==> src/sv/bt_ffa_pkg.sv <==
// Shared types, codes and tag helper for the boundary-tag first-fit allocator.
package bt_ffa_pkg;

	localparam int POS_W = 8;
	localparam int CNT_W = 5;

	localparam logic [2:0] ACT_MALLOC = 3'd0;
	localparam logic [2:0] ACT_FREE   = 3'd1;
	localparam logic [2:0] ACT_WRITE  = 3'd2;
	localparam logic [2:0] ACT_READ   = 3'd3;
	localparam logic [2:0] ACT_LIST   = 3'd4;

	localparam logic [1:0] ST_DONE   = 2'd0;
	localparam logic [1:0] ST_NO_FIT = 2'd1;
	localparam logic [1:0] ST_IGNORE = 2'd2;

	localparam logic [POS_W-1:0] MIN_SPLIT = 8'd3;

	typedef struct packed {
		logic [2:0] action;
		logic [5:0] payload_size;
		logic [6:0] block_handle;
		logic [5:0] byte_index;
		logic [7:0] write_data;
	} in_item_t;

	typedef struct packed {
		logic [1:0] status;
		logic [6:0] handle;
		logic [5:0] listed_payload;
		logic       listed_allocated;
		logic [7:0] read_data;
		logic       last;
	} out_item_t;

	typedef enum logic [4:0] {
		OP_NONE,
		OP_LOAD,
		OP_RD_P,
		OP_RD_IDX,
		OP_WR_IDX,
		OP_ADV,
		OP_M_HDR,
		OP_M_FTR,
		OP_M_RHDR,
		OP_M_RFTR,
		OP_F_SET,
		OP_RD_R,
		OP_F_R,
		OP_RD_L,
		OP_RD_LH,
		OP_F_L,
		OP_CLR_INIT,
		OP_CLR,
		OP_F_WS,
		OP_F_WE
	} op_t;

	typedef enum logic [2:0] {
		RES_ZERO,
		RES_NO_FIT,
		RES_IGNORE,
		RES_MALLOC,
		RES_READ,
		RES_LIST
	} res_t;

	typedef struct packed {
		op_t  op;
		logic emit;
		res_t res;
	} ctl_t;

	typedef struct packed {
		logic       item_valid;
		logic [2:0] action;
		logic       out_free;
		logic       blk_ok;
		logic       fit;
		logic       more;
		logic       split;
		logic       list_last;
		logic       handle_bad;
		logic       hdr_alloc;
		logic       right_exists;
		logic       p_nonzero;
		logic       l_ok;
		logic       clr_more;
	} sts_t;

	function automatic logic [7:0] tag(input logic [POS_W-1:0] size, input logic alloc);
		return {size[6:0], alloc};
	endfunction

endpackage

==> src/sv/bt_ffa_ctrl.sv <==
// Sequencer for malloc, free, byte access and list walks.
module bt_ffa_ctrl
	import bt_ffa_pkg::*;
(
	input  logic clk,
	input  logic arst_n,
	input  sts_t sts,
	output ctl_t ctl,
	output logic busy
);

	typedef enum logic [20:0] {
		S_IDLE    = 21'd1 << 0,
		S_M_RD    = 21'd1 << 1,
		S_M_CHK   = 21'd1 << 2,
		S_M_FTR   = 21'd1 << 3,
		S_M_RHDR  = 21'd1 << 4,
		S_M_RFTR  = 21'd1 << 5,
		S_F_RD    = 21'd1 << 6,
		S_F_CHK   = 21'd1 << 7,
		S_F_R0    = 21'd1 << 8,
		S_F_RCHK  = 21'd1 << 9,
		S_F_L0    = 21'd1 << 10,
		S_F_LCHK  = 21'd1 << 11,
		S_F_LHCHK = 21'd1 << 12,
		S_F_CINIT = 21'd1 << 13,
		S_F_CLR   = 21'd1 << 14,
		S_F_WE    = 21'd1 << 15,
		S_B_WR    = 21'd1 << 16,
		S_B_RD    = 21'd1 << 17,
		S_L_RD    = 21'd1 << 18,
		S_L_CHK   = 21'd1 << 19,
		S_EMIT    = 21'd1 << 20
	} state_t;

	state_t state_q, state_d;
	res_t   res_q, res_d;

	always_ff @(posedge clk or negedge arst_n) begin
		if (!arst_n) begin
			state_q <= S_IDLE;
			res_q   <= RES_ZERO;
		end else begin
			state_q <= state_d;
			res_q   <= res_d;
		end
	end

	assign busy = (state_q != S_IDLE);

	always_comb begin
		state_d  = state_q;
		res_d    = res_q;
		ctl.op   = OP_NONE;
		ctl.emit = 1'b0;
		ctl.res  = res_q;
		unique case (state_q)
			S_IDLE: begin
				if (sts.item_valid) begin
					ctl.op = OP_LOAD;
					case (sts.action)
						ACT_MALLOC: state_d = S_M_RD;
						ACT_FREE:   state_d = S_F_RD;
						ACT_WRITE:  state_d = S_B_WR;
						ACT_READ:   state_d = S_B_RD;
						ACT_LIST:   state_d = S_L_RD;
						default: begin
							res_d   = RES_ZERO;
							state_d = S_EMIT;
						end
					endcase
				end
			end
			S_M_RD: begin
				ctl.op  = OP_RD_P;
				state_d = S_M_CHK;
			end
			S_M_CHK: begin
				if (!sts.blk_ok) begin
					res_d   = RES_NO_FIT;
					state_d = S_EMIT;
				end else if (sts.fit) begin
					ctl.op  = OP_M_HDR;
					state_d = S_M_FTR;
				end else begin
					ctl.op = OP_ADV;
					if (sts.more) begin
						state_d = S_M_RD;
					end else begin
						res_d   = RES_NO_FIT;
						state_d = S_EMIT;
					end
				end
			end
			S_M_FTR: begin
				ctl.op = OP_M_FTR;
				res_d  = RES_MALLOC;
				state_d = sts.split ? S_M_RHDR : S_EMIT;
			end
			S_M_RHDR: begin
				ctl.op  = OP_M_RHDR;
				state_d = S_M_RFTR;
			end
			S_M_RFTR: begin
				ctl.op  = OP_M_RFTR;
				state_d = S_EMIT;
			end
			S_F_RD: begin
				if (sts.handle_bad) begin
					res_d   = RES_IGNORE;
					state_d = S_EMIT;
				end else begin
					ctl.op  = OP_RD_P;
					state_d = S_F_CHK;
				end
			end
			S_F_CHK: begin
				if (!sts.hdr_alloc || !sts.blk_ok) begin
					res_d   = RES_IGNORE;
					state_d = S_EMIT;
				end else begin
					ctl.op  = OP_F_SET;
					state_d = S_F_R0;
				end
			end
			S_F_R0: begin
				if (sts.right_exists) begin
					ctl.op  = OP_RD_R;
					state_d = S_F_RCHK;
				end else begin
					state_d = S_F_L0;
				end
			end
			S_F_RCHK: begin
				ctl.op  = OP_F_R;
				state_d = S_F_L0;
			end
			S_F_L0: begin
				if (sts.p_nonzero) begin
					ctl.op  = OP_RD_L;
					state_d = S_F_LCHK;
				end else begin
					state_d = S_F_CINIT;
				end
			end
			S_F_LCHK: begin
				if (sts.l_ok) begin
					ctl.op  = OP_RD_LH;
					state_d = S_F_LHCHK;
				end else begin
					state_d = S_F_CINIT;
				end
			end
			S_F_LHCHK: begin
				ctl.op  = OP_F_L;
				state_d = S_F_CINIT;
			end
			S_F_CINIT: begin
				ctl.op  = OP_CLR_INIT;
				state_d = S_F_CLR;
			end
			S_F_CLR: begin
				if (sts.clr_more) begin
					ctl.op = OP_CLR;
				end else begin
					ctl.op  = OP_F_WS;
					state_d = S_F_WE;
				end
			end
			S_F_WE: begin
				ctl.op  = OP_F_WE;
				res_d   = RES_ZERO;
				state_d = S_EMIT;
			end
			S_B_WR: begin
				ctl.op  = OP_WR_IDX;
				res_d   = RES_ZERO;
				state_d = S_EMIT;
			end
			S_B_RD: begin
				ctl.op  = OP_RD_IDX;
				res_d   = RES_READ;
				state_d = S_EMIT;
			end
			S_L_RD: begin
				ctl.op  = OP_RD_P;
				state_d = S_L_CHK;
			end
			S_L_CHK: begin
				ctl.res = RES_LIST;
				if (sts.out_free) begin
					ctl.emit = 1'b1;
					if (!sts.blk_ok || sts.list_last) begin
						state_d = S_IDLE;
					end else begin
						ctl.op  = OP_ADV;
						state_d = S_L_RD;
					end
				end
			end
			S_EMIT: begin
				if (sts.out_free) begin
					ctl.emit = 1'b1;
					state_d  = S_IDLE;
				end
			end
			default: begin
				state_d = S_IDLE;
			end
		endcase
	end

endmodule

==> src/sv/bt_ffa_dp.sv <==
// Heap store, walk registers and result register of the allocator.
module bt_ffa_dp
	import bt_ffa_pkg::*;
#(
	parameter int HEAP_BYTES = 64
) (
	input  logic      clk,
	input  logic      arst_n,
	input  ctl_t      ctl,
	input  in_item_t  in_item,
	input  logic      in_valid,
	input  logic      busy,
	input  logic      out_stall,
	output logic      out_valid,
	output out_item_t out_item,
	output sts_t      sts
);

	localparam int AW = $clog2(HEAP_BYTES);
	localparam logic [POS_W-1:0] N = POS_W'(HEAP_BYTES);
	localparam logic [7:0] RST_TAG = 8'((HEAP_BYTES * 2) % 256);

	logic [7:0]       mem [HEAP_BYTES];
	logic [HEAP_BYTES-1:0] wvalid_q;
	logic [7:0]       rdata_q;

	logic [5:0]       req_q;
	logic [6:0]       handle_q;
	logic [5:0]       idx_q;
	logic [7:0]       wd_q;
	logic [POS_W-1:0] p_q, s_q, take_q, start_q, end_q, i_q;
	logic [CNT_W-1:0] k_q;
	logic             out_valid_q;
	out_item_t        out_q;
	out_item_t        out_d;

	logic [POS_W-1:0] s_rd, idx_c, addr, take_c, rem_c;
	logic [7:0]       wdata;
	logic             rd_en, wr_en;

	assign s_rd  = {1'b0, rdata_q[7:1]};
	assign idx_c = ({2'b0, idx_q} >= N) ? (N - 8'd1) : {2'b0, idx_q};
	assign rem_c = s_rd - 8'd2 - {2'b0, req_q};
	assign take_c = (rem_c < MIN_SPLIT) ? (s_rd - 8'd2) : {2'b0, req_q};

	always_comb begin
		addr  = p_q;
		wdata = 8'd0;
		rd_en = 1'b0;
		wr_en = 1'b0;
		case (ctl.op)
			OP_RD_P:   rd_en = 1'b1;
			OP_RD_IDX: begin
				rd_en = 1'b1;
				addr  = idx_c;
			end
			OP_WR_IDX: begin
				wr_en = 1'b1;
				addr  = idx_c;
				wdata = wd_q;
			end
			OP_M_HDR: begin
				wr_en = 1'b1;
				wdata = tag(take_c + 8'd2, 1'b1);
			end
			OP_M_FTR: begin
				wr_en = 1'b1;
				addr  = p_q + take_q + 8'd1;
				wdata = tag(take_q + 8'd2, 1'b1);
			end
			OP_M_RHDR: begin
				wr_en = 1'b1;
				addr  = p_q + take_q + 8'd2;
				wdata = tag(s_q - take_q - 8'd2, 1'b0);
			end
			OP_M_RFTR: begin
				wr_en = 1'b1;
				addr  = p_q + s_q - 8'd1;
				wdata = tag(s_q - take_q - 8'd2, 1'b0);
			end
			OP_RD_R: begin
				rd_en = 1'b1;
				addr  = end_q + 8'd1;
			end
			OP_RD_L: begin
				rd_en = 1'b1;
				addr  = p_q - 8'd1;
			end
			OP_RD_LH: begin
				rd_en = 1'b1;
				addr  = p_q - s_rd;
			end
			OP_CLR: begin
				wr_en = 1'b1;
				addr  = i_q;
			end
			OP_F_WS: begin
				wr_en = 1'b1;
				addr  = start_q;
				wdata = tag(end_q - start_q + 8'd1, 1'b0);
			end
			OP_F_WE: begin
				wr_en = 1'b1;
				addr  = end_q;
				wdata = tag(end_q - start_q + 8'd1, 1'b0);
			end
			default: ;
		endcase
	end

	always_ff @(posedge clk) begin
		if (wr_en) begin
			mem[addr[AW-1:0]] <= wdata;
		end
		if (rd_en) begin
			if (wvalid_q[addr[AW-1:0]]) begin
				rdata_q <= mem[addr[AW-1:0]];
			end else if (addr[AW-1:0] == '0 || addr[AW-1:0] == AW'(HEAP_BYTES - 1)) begin
				rdata_q <= RST_TAG;
			end else begin
				rdata_q <= 8'd0;
			end
		end
	end

	always_ff @(posedge clk or negedge arst_n) begin
		if (!arst_n) begin
			wvalid_q <= '0;
		end else if (wr_en) begin
			wvalid_q[addr[AW-1:0]] <= 1'b1;
		end
	end

	always_ff @(posedge clk) begin
		case (ctl.op)
			OP_LOAD: begin
				req_q    <= in_item.payload_size;
				handle_q <= in_item.block_handle;
				idx_q    <= in_item.byte_index;
				wd_q     <= in_item.write_data;
				k_q      <= '0;
				p_q      <= (in_item.action == ACT_FREE) ?
					({1'b0, in_item.block_handle} - 8'd1) : 8'd0;
			end
			OP_ADV: begin
				p_q <= p_q + s_rd;
				k_q <= k_q + 1'b1;
			end
			OP_M_HDR: begin
				s_q    <= s_rd;
				take_q <= take_c;
			end
			OP_F_SET: begin
				s_q     <= s_rd;
				start_q <= p_q;
				end_q   <= p_q + s_rd - 8'd1;
			end
			OP_F_R: begin
				if (!rdata_q[0] && s_rd >= 8'd2 && end_q + 8'd1 + s_rd <= N) begin
					end_q <= end_q + s_rd;
				end
			end
			OP_RD_LH: s_q <= s_rd;
			OP_F_L: begin
				if (!rdata_q[0]) begin
					start_q <= p_q - s_q;
				end
			end
			OP_CLR_INIT: i_q <= start_q + 8'd1;
			OP_CLR:      i_q <= i_q + 8'd1;
			default: ;
		endcase
	end

	assign sts.item_valid   = in_valid;
	assign sts.action       = in_item.action;
	assign sts.out_free     = !out_valid_q || !out_stall;
	assign sts.blk_ok       = (s_rd >= 8'd2) && (p_q + s_rd <= N);
	assign sts.fit          = !rdata_q[0] && ((s_rd - 8'd2) >= {2'b0, req_q});
	assign sts.more         = (p_q + s_rd) < N;
	assign sts.split        = take_q < (s_q - 8'd2);
	assign sts.list_last    = ((p_q + s_rd) >= N) || (k_q == '1);
	assign sts.handle_bad   = (handle_q == 7'd0) || ({1'b0, handle_q} > N);
	assign sts.hdr_alloc    = rdata_q[0];
	assign sts.right_exists = (end_q + 8'd1) < N;
	assign sts.p_nonzero    = (p_q != 8'd0);
	assign sts.l_ok         = (s_rd >= 8'd2) && (s_rd <= p_q);
	assign sts.clr_more     = i_q < end_q;

	always_ff @(posedge clk or negedge arst_n) begin
		if (!arst_n) begin
			out_valid_q <= 1'b0;
		end else if (ctl.emit) begin
			out_valid_q <= 1'b1;
		end else if (!out_stall) begin
			out_valid_q <= 1'b0;
		end
	end

	always_comb begin
		out_d      = '0;
		out_d.last = 1'b1;
		case (ctl.res)
			RES_NO_FIT: out_d.status = ST_NO_FIT;
			RES_IGNORE: out_d.status = ST_IGNORE;
			RES_MALLOC: out_d.handle = 7'(p_q + 8'd1);
			RES_READ:   out_d.read_data = rdata_q;
			RES_LIST: begin
				out_d.handle           = 7'(p_q + 8'd1);
				out_d.listed_allocated = rdata_q[0];
				if (sts.blk_ok) begin
					out_d.listed_payload = 6'(s_rd - 8'd2);
					out_d.last           = sts.list_last;
				end
			end
			default: ;
		endcase
	end

	always_ff @(posedge clk) begin
		if (ctl.emit) begin
			out_q <= out_d;
		end
	end

	assign out_valid = out_valid_q;
	assign out_item  = out_q;

	a_emit_free: assert property (@(posedge clk) disable iff (!arst_n)
		ctl.emit |-> (!out_valid_q || !out_stall))
		else $error("result loaded over an unaccepted result");
	a_clr_inside: assert property (@(posedge clk) disable iff (!arst_n)
		(ctl.op == OP_CLR) |-> (i_q > start_q && i_q < end_q && end_q < N))
		else $error("clear outside the coalesced block");
	a_free_span: assert property (@(posedge clk) disable iff (!arst_n)
		(ctl.op == OP_F_WE) |-> (start_q < end_q && end_q < N))
		else $error("coalesced block out of heap");
	a_hdr_pos: assert property (@(posedge clk) disable iff (!arst_n)
		(ctl.op == OP_M_HDR) |-> (p_q + take_c + 8'd2 <= N))
		else $error("allocated block runs past heap");
	a_load_idle: assert property (@(posedge clk) disable iff (!arst_n)
		(ctl.op == OP_LOAD) |-> !busy)
		else $error("item loaded while busy");

endmodule

==> src/sv/boundary_tag_first_fit_allocator.sv <==
// Top level of the boundary-tag first-fit heap allocator.
//  channel | direction | handshake            | payload
//  cmd     | in        | cmd_valid, cmd_stall | cmd_item (in_item_t)
//  rsp     | out       | rsp_valid, rsp_stall | rsp_item (out_item_t)
// One item at a time; cmd_stall is high from acceptance until the last result is loaded.
// Malloc walks blocks first-fit, then tags the block and any split-off remainder.
// Free merges free neighbours and clears the payload bytes; list gives one result per block.
// Byte write and read use the clamped index; all heap access goes through one memory port.
// Reset leaves one free block over the heap; no clearing pass is needed.
// rsp_stall holds the result register; the sequencer waits until it frees up.
module boundary_tag_first_fit_allocator
	import bt_ffa_pkg::*;
#(
	parameter int HEAP_BYTES = 64
) (
	input  logic      clk,
	input  logic      arst_n,
	input  logic      cmd_valid,
	output logic      cmd_stall,
	input  in_item_t  cmd_item,
	output logic      rsp_valid,
	input  logic      rsp_stall,
	output out_item_t rsp_item
);

	ctl_t ctl;
	sts_t sts;
	logic busy;

	assign cmd_stall = busy;

	bt_ffa_ctrl u_ctrl (
		.clk   (clk),
		.arst_n(arst_n),
		.sts   (sts),
		.ctl   (ctl),
		.busy  (busy)
	);

	bt_ffa_dp #(
		.HEAP_BYTES(HEAP_BYTES)
	) u_dp (
		.clk      (clk),
		.arst_n   (arst_n),
		.ctl      (ctl),
		.in_item  (cmd_item),
		.in_valid (cmd_valid),
		.busy     (busy),
		.out_stall(rsp_stall),
		.out_valid(rsp_valid),
		.out_item (rsp_item),
		.sts      (sts)
	);

endmodule

==> config.mk <==
export PLATFORM = sky130hd
export DESIGN_NAME = boundary_tag_first_fit_allocator
export DESIGN_NICKNAME = d
export VERILOG_FILES = /design/src/sv/bt_ffa_pkg.sv /design/src/sv/bt_ffa_ctrl.sv /design/src/sv/bt_ffa_dp.sv /design/src/sv/boundary_tag_first_fit_allocator.sv
export SDC_FILE = /design/constraint.sdc
export NUM_CORES = 1
export LEC_CHECK = 0
export BUFFER_PORTS_ARGS = -buffer_cell sky130_fd_sc_hd__buf_2
export CAP_MARGIN = 15
export CORE_UTILIZATION = 30
export CTS_CLUSTER_DIAMETER = 40
export DETAILED_ROUTE_END_ITERATION = 12
export MAX_ROUTING_LAYER = met4
export PLACE_DENSITY_LB_ADDON = 0.12
export SYNTH_ARGS = -nofsm -noshare
export SYNTH_HDL_FRONTEND = slang
export SYNTH_SLANG_ARGS = --single-unit
==> constraint.sdc <==
create_clock -name clk -period 9.6 [get_ports clk]
set_input_delay 2.88 -clock clk [delete_from_list [all_inputs] [get_ports clk]]
set_output_delay 2.88 -clock clk [all_outputs]
set_load 0.005 [all_outputs]
==> flow_summary_export.csv <==
group,metric,value,unit
clocking,postCtsSetupBuffers,0,
routing,drt_iter0_drc,2390,
pwr,pwr_density_cell,262.9,mW/mm^2
routing,routed_wl,132.8,mm
routing,num_vias,25770,
final_layout,regArea,0.02097,sq mm
grt,grt_pass1_wl,189.7,mm
placement,place.port_buffers,60,
floorplan,dieArea,0.1185,sq mm
sta,worst_slew_pin_slew,1212,ps
logic_synthesis,ys_ff_latch,713,
routing,drc,0,
logic_synthesis,synth_ff_type,"edfxtp_1",
sta,final_hold_viol_count,0,
final_layout,drive_gt1_frac,0.1555,
logic_synthesis,synth_edf_count,624,
pwr,ir_worst_vdd,0.1662,mV
logic_synthesis,yosysSeqAreaShare,0.5965,
logic_synthesis,yosys.area.top_type_share,0.5331,
setup_path,critPathKind,"reg2reg",
clocking,clock-sinks,713,
grt,overflow,0,
grt,grt_max_degree,128,
setup_path,worst_r2r_startpoint,"u_dp.rdata_q[1]",
setup_path,reg2reg_setup_slack,1500,ps
setup_path,crit_start,"u_dp.rdata_q[1]",
logic_synthesis,netlist_top_cells_count,"624 x edfxtp_1, 384 x nand2_1, 181 x nand3_1, 174 x nor2_1, 110 x ha_1",
floorplan,io_pins,61,
logic_synthesis,syn_area_per_cell,11.95,sq um
logic_synthesis,yosysUniqueCellTypes,109,
logic_synthesis,yosys_warnings,0,
setup_path,cp-endpoint,"u_dp.rdata_q[1]",
clocking,post_cts_resized,0,
routing,drt_pre_antenna_iters,7,
sta,slew_viol_final,0,
grt,grtUsageTotal,0.2306,
routing,ant_nets,0,
clocking,insertion_delay,760,ps
sta,final.min_clock_period,8100,ps
clocking,cts_tree,"done",
logic_synthesis,yosys-top-cells-area,"edfxtp_1 53%, dfrtp_1 6.3%, nand2_1 4.1%",
clocking,holdBufCountCts,0,
sta,finalSetupViolCount,0,
logic_synthesis,postSynth.asyncResetShare,0.1248,
sta,fmax,123.5,MHz
grt,antenna_found_initial,5,
grt,grt_pass1_vias,25380,
final_layout,final_net_count,3227,
sta,rsz0062_at_grt,"false",
clocking,htreeDepth,3,
sta,fin_hold_ws,456.6,ps
logic_synthesis,synth.most_common_cell,"edfxtp_1",
floorplan,die_w,344.3,um
run,maxCapViolCount,0,
floorplan,rows,125,
logic_synthesis,syn_area,0.03515,sq mm
setup_path,critPathMaxFanout,16,
worst_hold_path,hold_class,"reg2reg",
final_layout,instances_no_fill,4702,
run_status,outcome,"finished clean",
floorplan,dieHeight,344.3,um
setup_path,crit_required,10190,ps
logic_synthesis,syn_nets,3096,
logic_synthesis,netlist_instances,2942,
routing,avgViaCountPerCell,5.481,
clocking,cts-buffers-inserted,116,
sta,finalCritPeriodShare,0.8438,
setup_path,crit_arrival,8690,ps
clocking,cts_root_buffer,"clkbuf_16",
logic_synthesis,yosys.area.top_type,"edfxtp_1",
pwr,power.leakage,16.03,nW
placement,pre_cts_ws,915.4,ps
sta,clock_skew,91.75,ps
setup_path,slowest_delay,1050,ps
floorplan,floorplan.initialDensity,0.3024,
placement,place.gp.congestion,0.9220,
setup_path,crit_chain,"inv_1 -> ha_1 -> nand3_1 -> o221ai_1 -> a31oi_1 -> or4_4 -> inv_2 -> nand2_1 -> ha_1 -> nor2b_1 -> o21ai_0 -> a21boi_0 -> o21ai_0 -> and3_1 -> nor3_1 -> a2111oi_0 -> o31ai_2 -> nor2_2 -> nand2b_1 -> a2111oi_0 -> a41o_1 -> nor3_1 -> a41oi_1",
final_layout,multi_input_area,0.01321,sq mm
setup_path,rr_worst_depth,23,
clocking,clk_path_buf_depth,3,
sta,setup_ws,1500,ps
routing,wl_per_cell,28.24,um
setup_path,rr_endpoint,"u_dp.rdata_q[1]",
setup_path,end_kind,"register",
clocking,clk_pin_slew,60,ps
setup_path,slowest_stage,"a2111oi_0",
floorplan,core,0.1162,sq mm
final_layout,areaGrowthSynthToFinish,18.55,%
placement,dpl.hpwl,91.67,mm
sta,slew_headroom,0.1711,
sta,tns,0,ps
final_layout,fillers,11360,
placement,dp_cells,4478,
setup_path,startpoint_type,"register",
-- metal layers --
metal | vias up | share of wire | track usage
li1 | 11430 | - | -
met1 | 13190 | 0.44 | 0.2989
met2 | 957 | 0.48 | 0.3722
met3 | 197 | 0.053 | 0.03323
met4 | 0 | 0.030 | 0.07034
met5 | - | 0 | -
-- through the flow --
| step | instance area [sq um] | util | total power [W] |
|---|---|---|---|
| final | 41670 | 0.3586 | 0.01095 |
| after global routing | 41660 | 0.3585 | 0.01134 |
| after CTS | 41660 | 0.3585 | 0.01102 |
| after detailed placement | 37530 | 0.3230 | 0.006600 |
| after global placement | 37520 | 0.3228 | 0.006598 |
| after floorplan | 35150 | - | 0.005439 |
-- kinds of logic (layout without fill, tap and decap cells) --
logic type,after synthesis,count (layout),share of synthesized area
AOI/OAI and AO/OA,535,535,0.1114
xor gates and xnor gates,94,94,0.02342
muxes,108,108,0.03111
buffers and inverters,235,469,0.03101
and+or+nand+nor,1136,1136,0.1616
DFF,713,713,0.5965
adders and majority gates,120,120,0.04486
other,1,3,0.0001067
-- how the worst min path moves through the flow --
stage                                  from           endpoint  slack, ps  cells after the start
after CTS                 u_dp.wvalid_q[61]  u_dp.wvalid_q[61]        460                      1
after detailed placement  u_dp.wvalid_q[10]  u_dp.wvalid_q[10]        450                      1
after global routing      u_dp.wvalid_q[27]  u_dp.wvalid_q[27]        470                      1
after global placement     u_dp.wvalid_q[6]   u_dp.wvalid_q[6]        450                      1
after floorplan           u_dp.wvalid_q[32]  u_dp.wvalid_q[32]        430                      2
final                     u_dp.wvalid_q[61]  u_dp.wvalid_q[61]        460                      1
-- critical path: cells and delay by family (launching register included) --
| family | cells | cell delay [ps] |
|---|---|---|
| AOI/OAI and AO/OA | 10 | 3360 |
| adders and majority gates | 2 | 810 |
| buffers and inverters | 2 | 640 |
| DFF | 1 | 780 |
| and+or+nand+nor | 9 | 2310 |
-- cells in the final DEF (no fill, tap or decap), types with 15 or more instances in the layout --
master	n
xnor2_1	66
nand3_1	181
and2_1	21
nand4_1	23
and3_1	61
nor2b_1	25
nand2b_1	18
a21oi_1	99
nor2_1	173
a31oi_1	27
clkbuf_16	117
or4_1	19
inv_6	21
buf_4	83
ha_1	110
a2111oi_0	22
clkinv_2	15
nor4_1	28
or3_1	16
o21bai_1	16
nor3_1	43
a311oi_1	28
a211oi_1	55
bufinv_16	17
a21o_1	26
nand2_1	382
inv_1	94
or2_2	71
o21ai_0	67
dfrtp_1	88
edfxtp_1	624
buf_2	59
and4_1	15
a22oi_1	24
xor2_1	28
mux2i_1	98
-- state kept, by name (all words and copies together), names as in the netlist --
name / cells
u_ctrl.res_q: 3
u_ctrl.state_q: 21
u_dp.end_q: 8
u_dp.handle_q: 7
u_dp.i_q: 8
u_dp.idx_q: 6
u_dp.k_q: 5
u_dp.mem: 512
u_dp.out_item: 25
u_dp.out_valid: 1
u_dp.p_q: 8
u_dp.rdata_q: 8
u_dp.req_q: 6
u_dp.s_q: 7
u_dp.start_q: 8
u_dp.take_q: 8
u_dp.wd_q: 8
u_dp.wvalid_q: 64
-- power by group --
part	internal [W]	switching, W
Clock	0.00274	0.00166
Combinational	0.000868	0.00207
Sequential	0.00353	0.0000940
Total	0.00713	0.00382
-- area by class of cell --
class / count / share of cell area
flip-flops and latches: 713 / 0.5032
multi-input cells: 1994 / 0.3171
clock buffers: 130 / 0.07144
well taps: 1524 / 0.04576
clock inverters: 91 / 0.02754
repair buffers: 152 / 0.02624
inverters: 96 / 0.008648
diodes: 2 / 0.0001201
No activity file was read; power rests on OpenSTA's default activity.
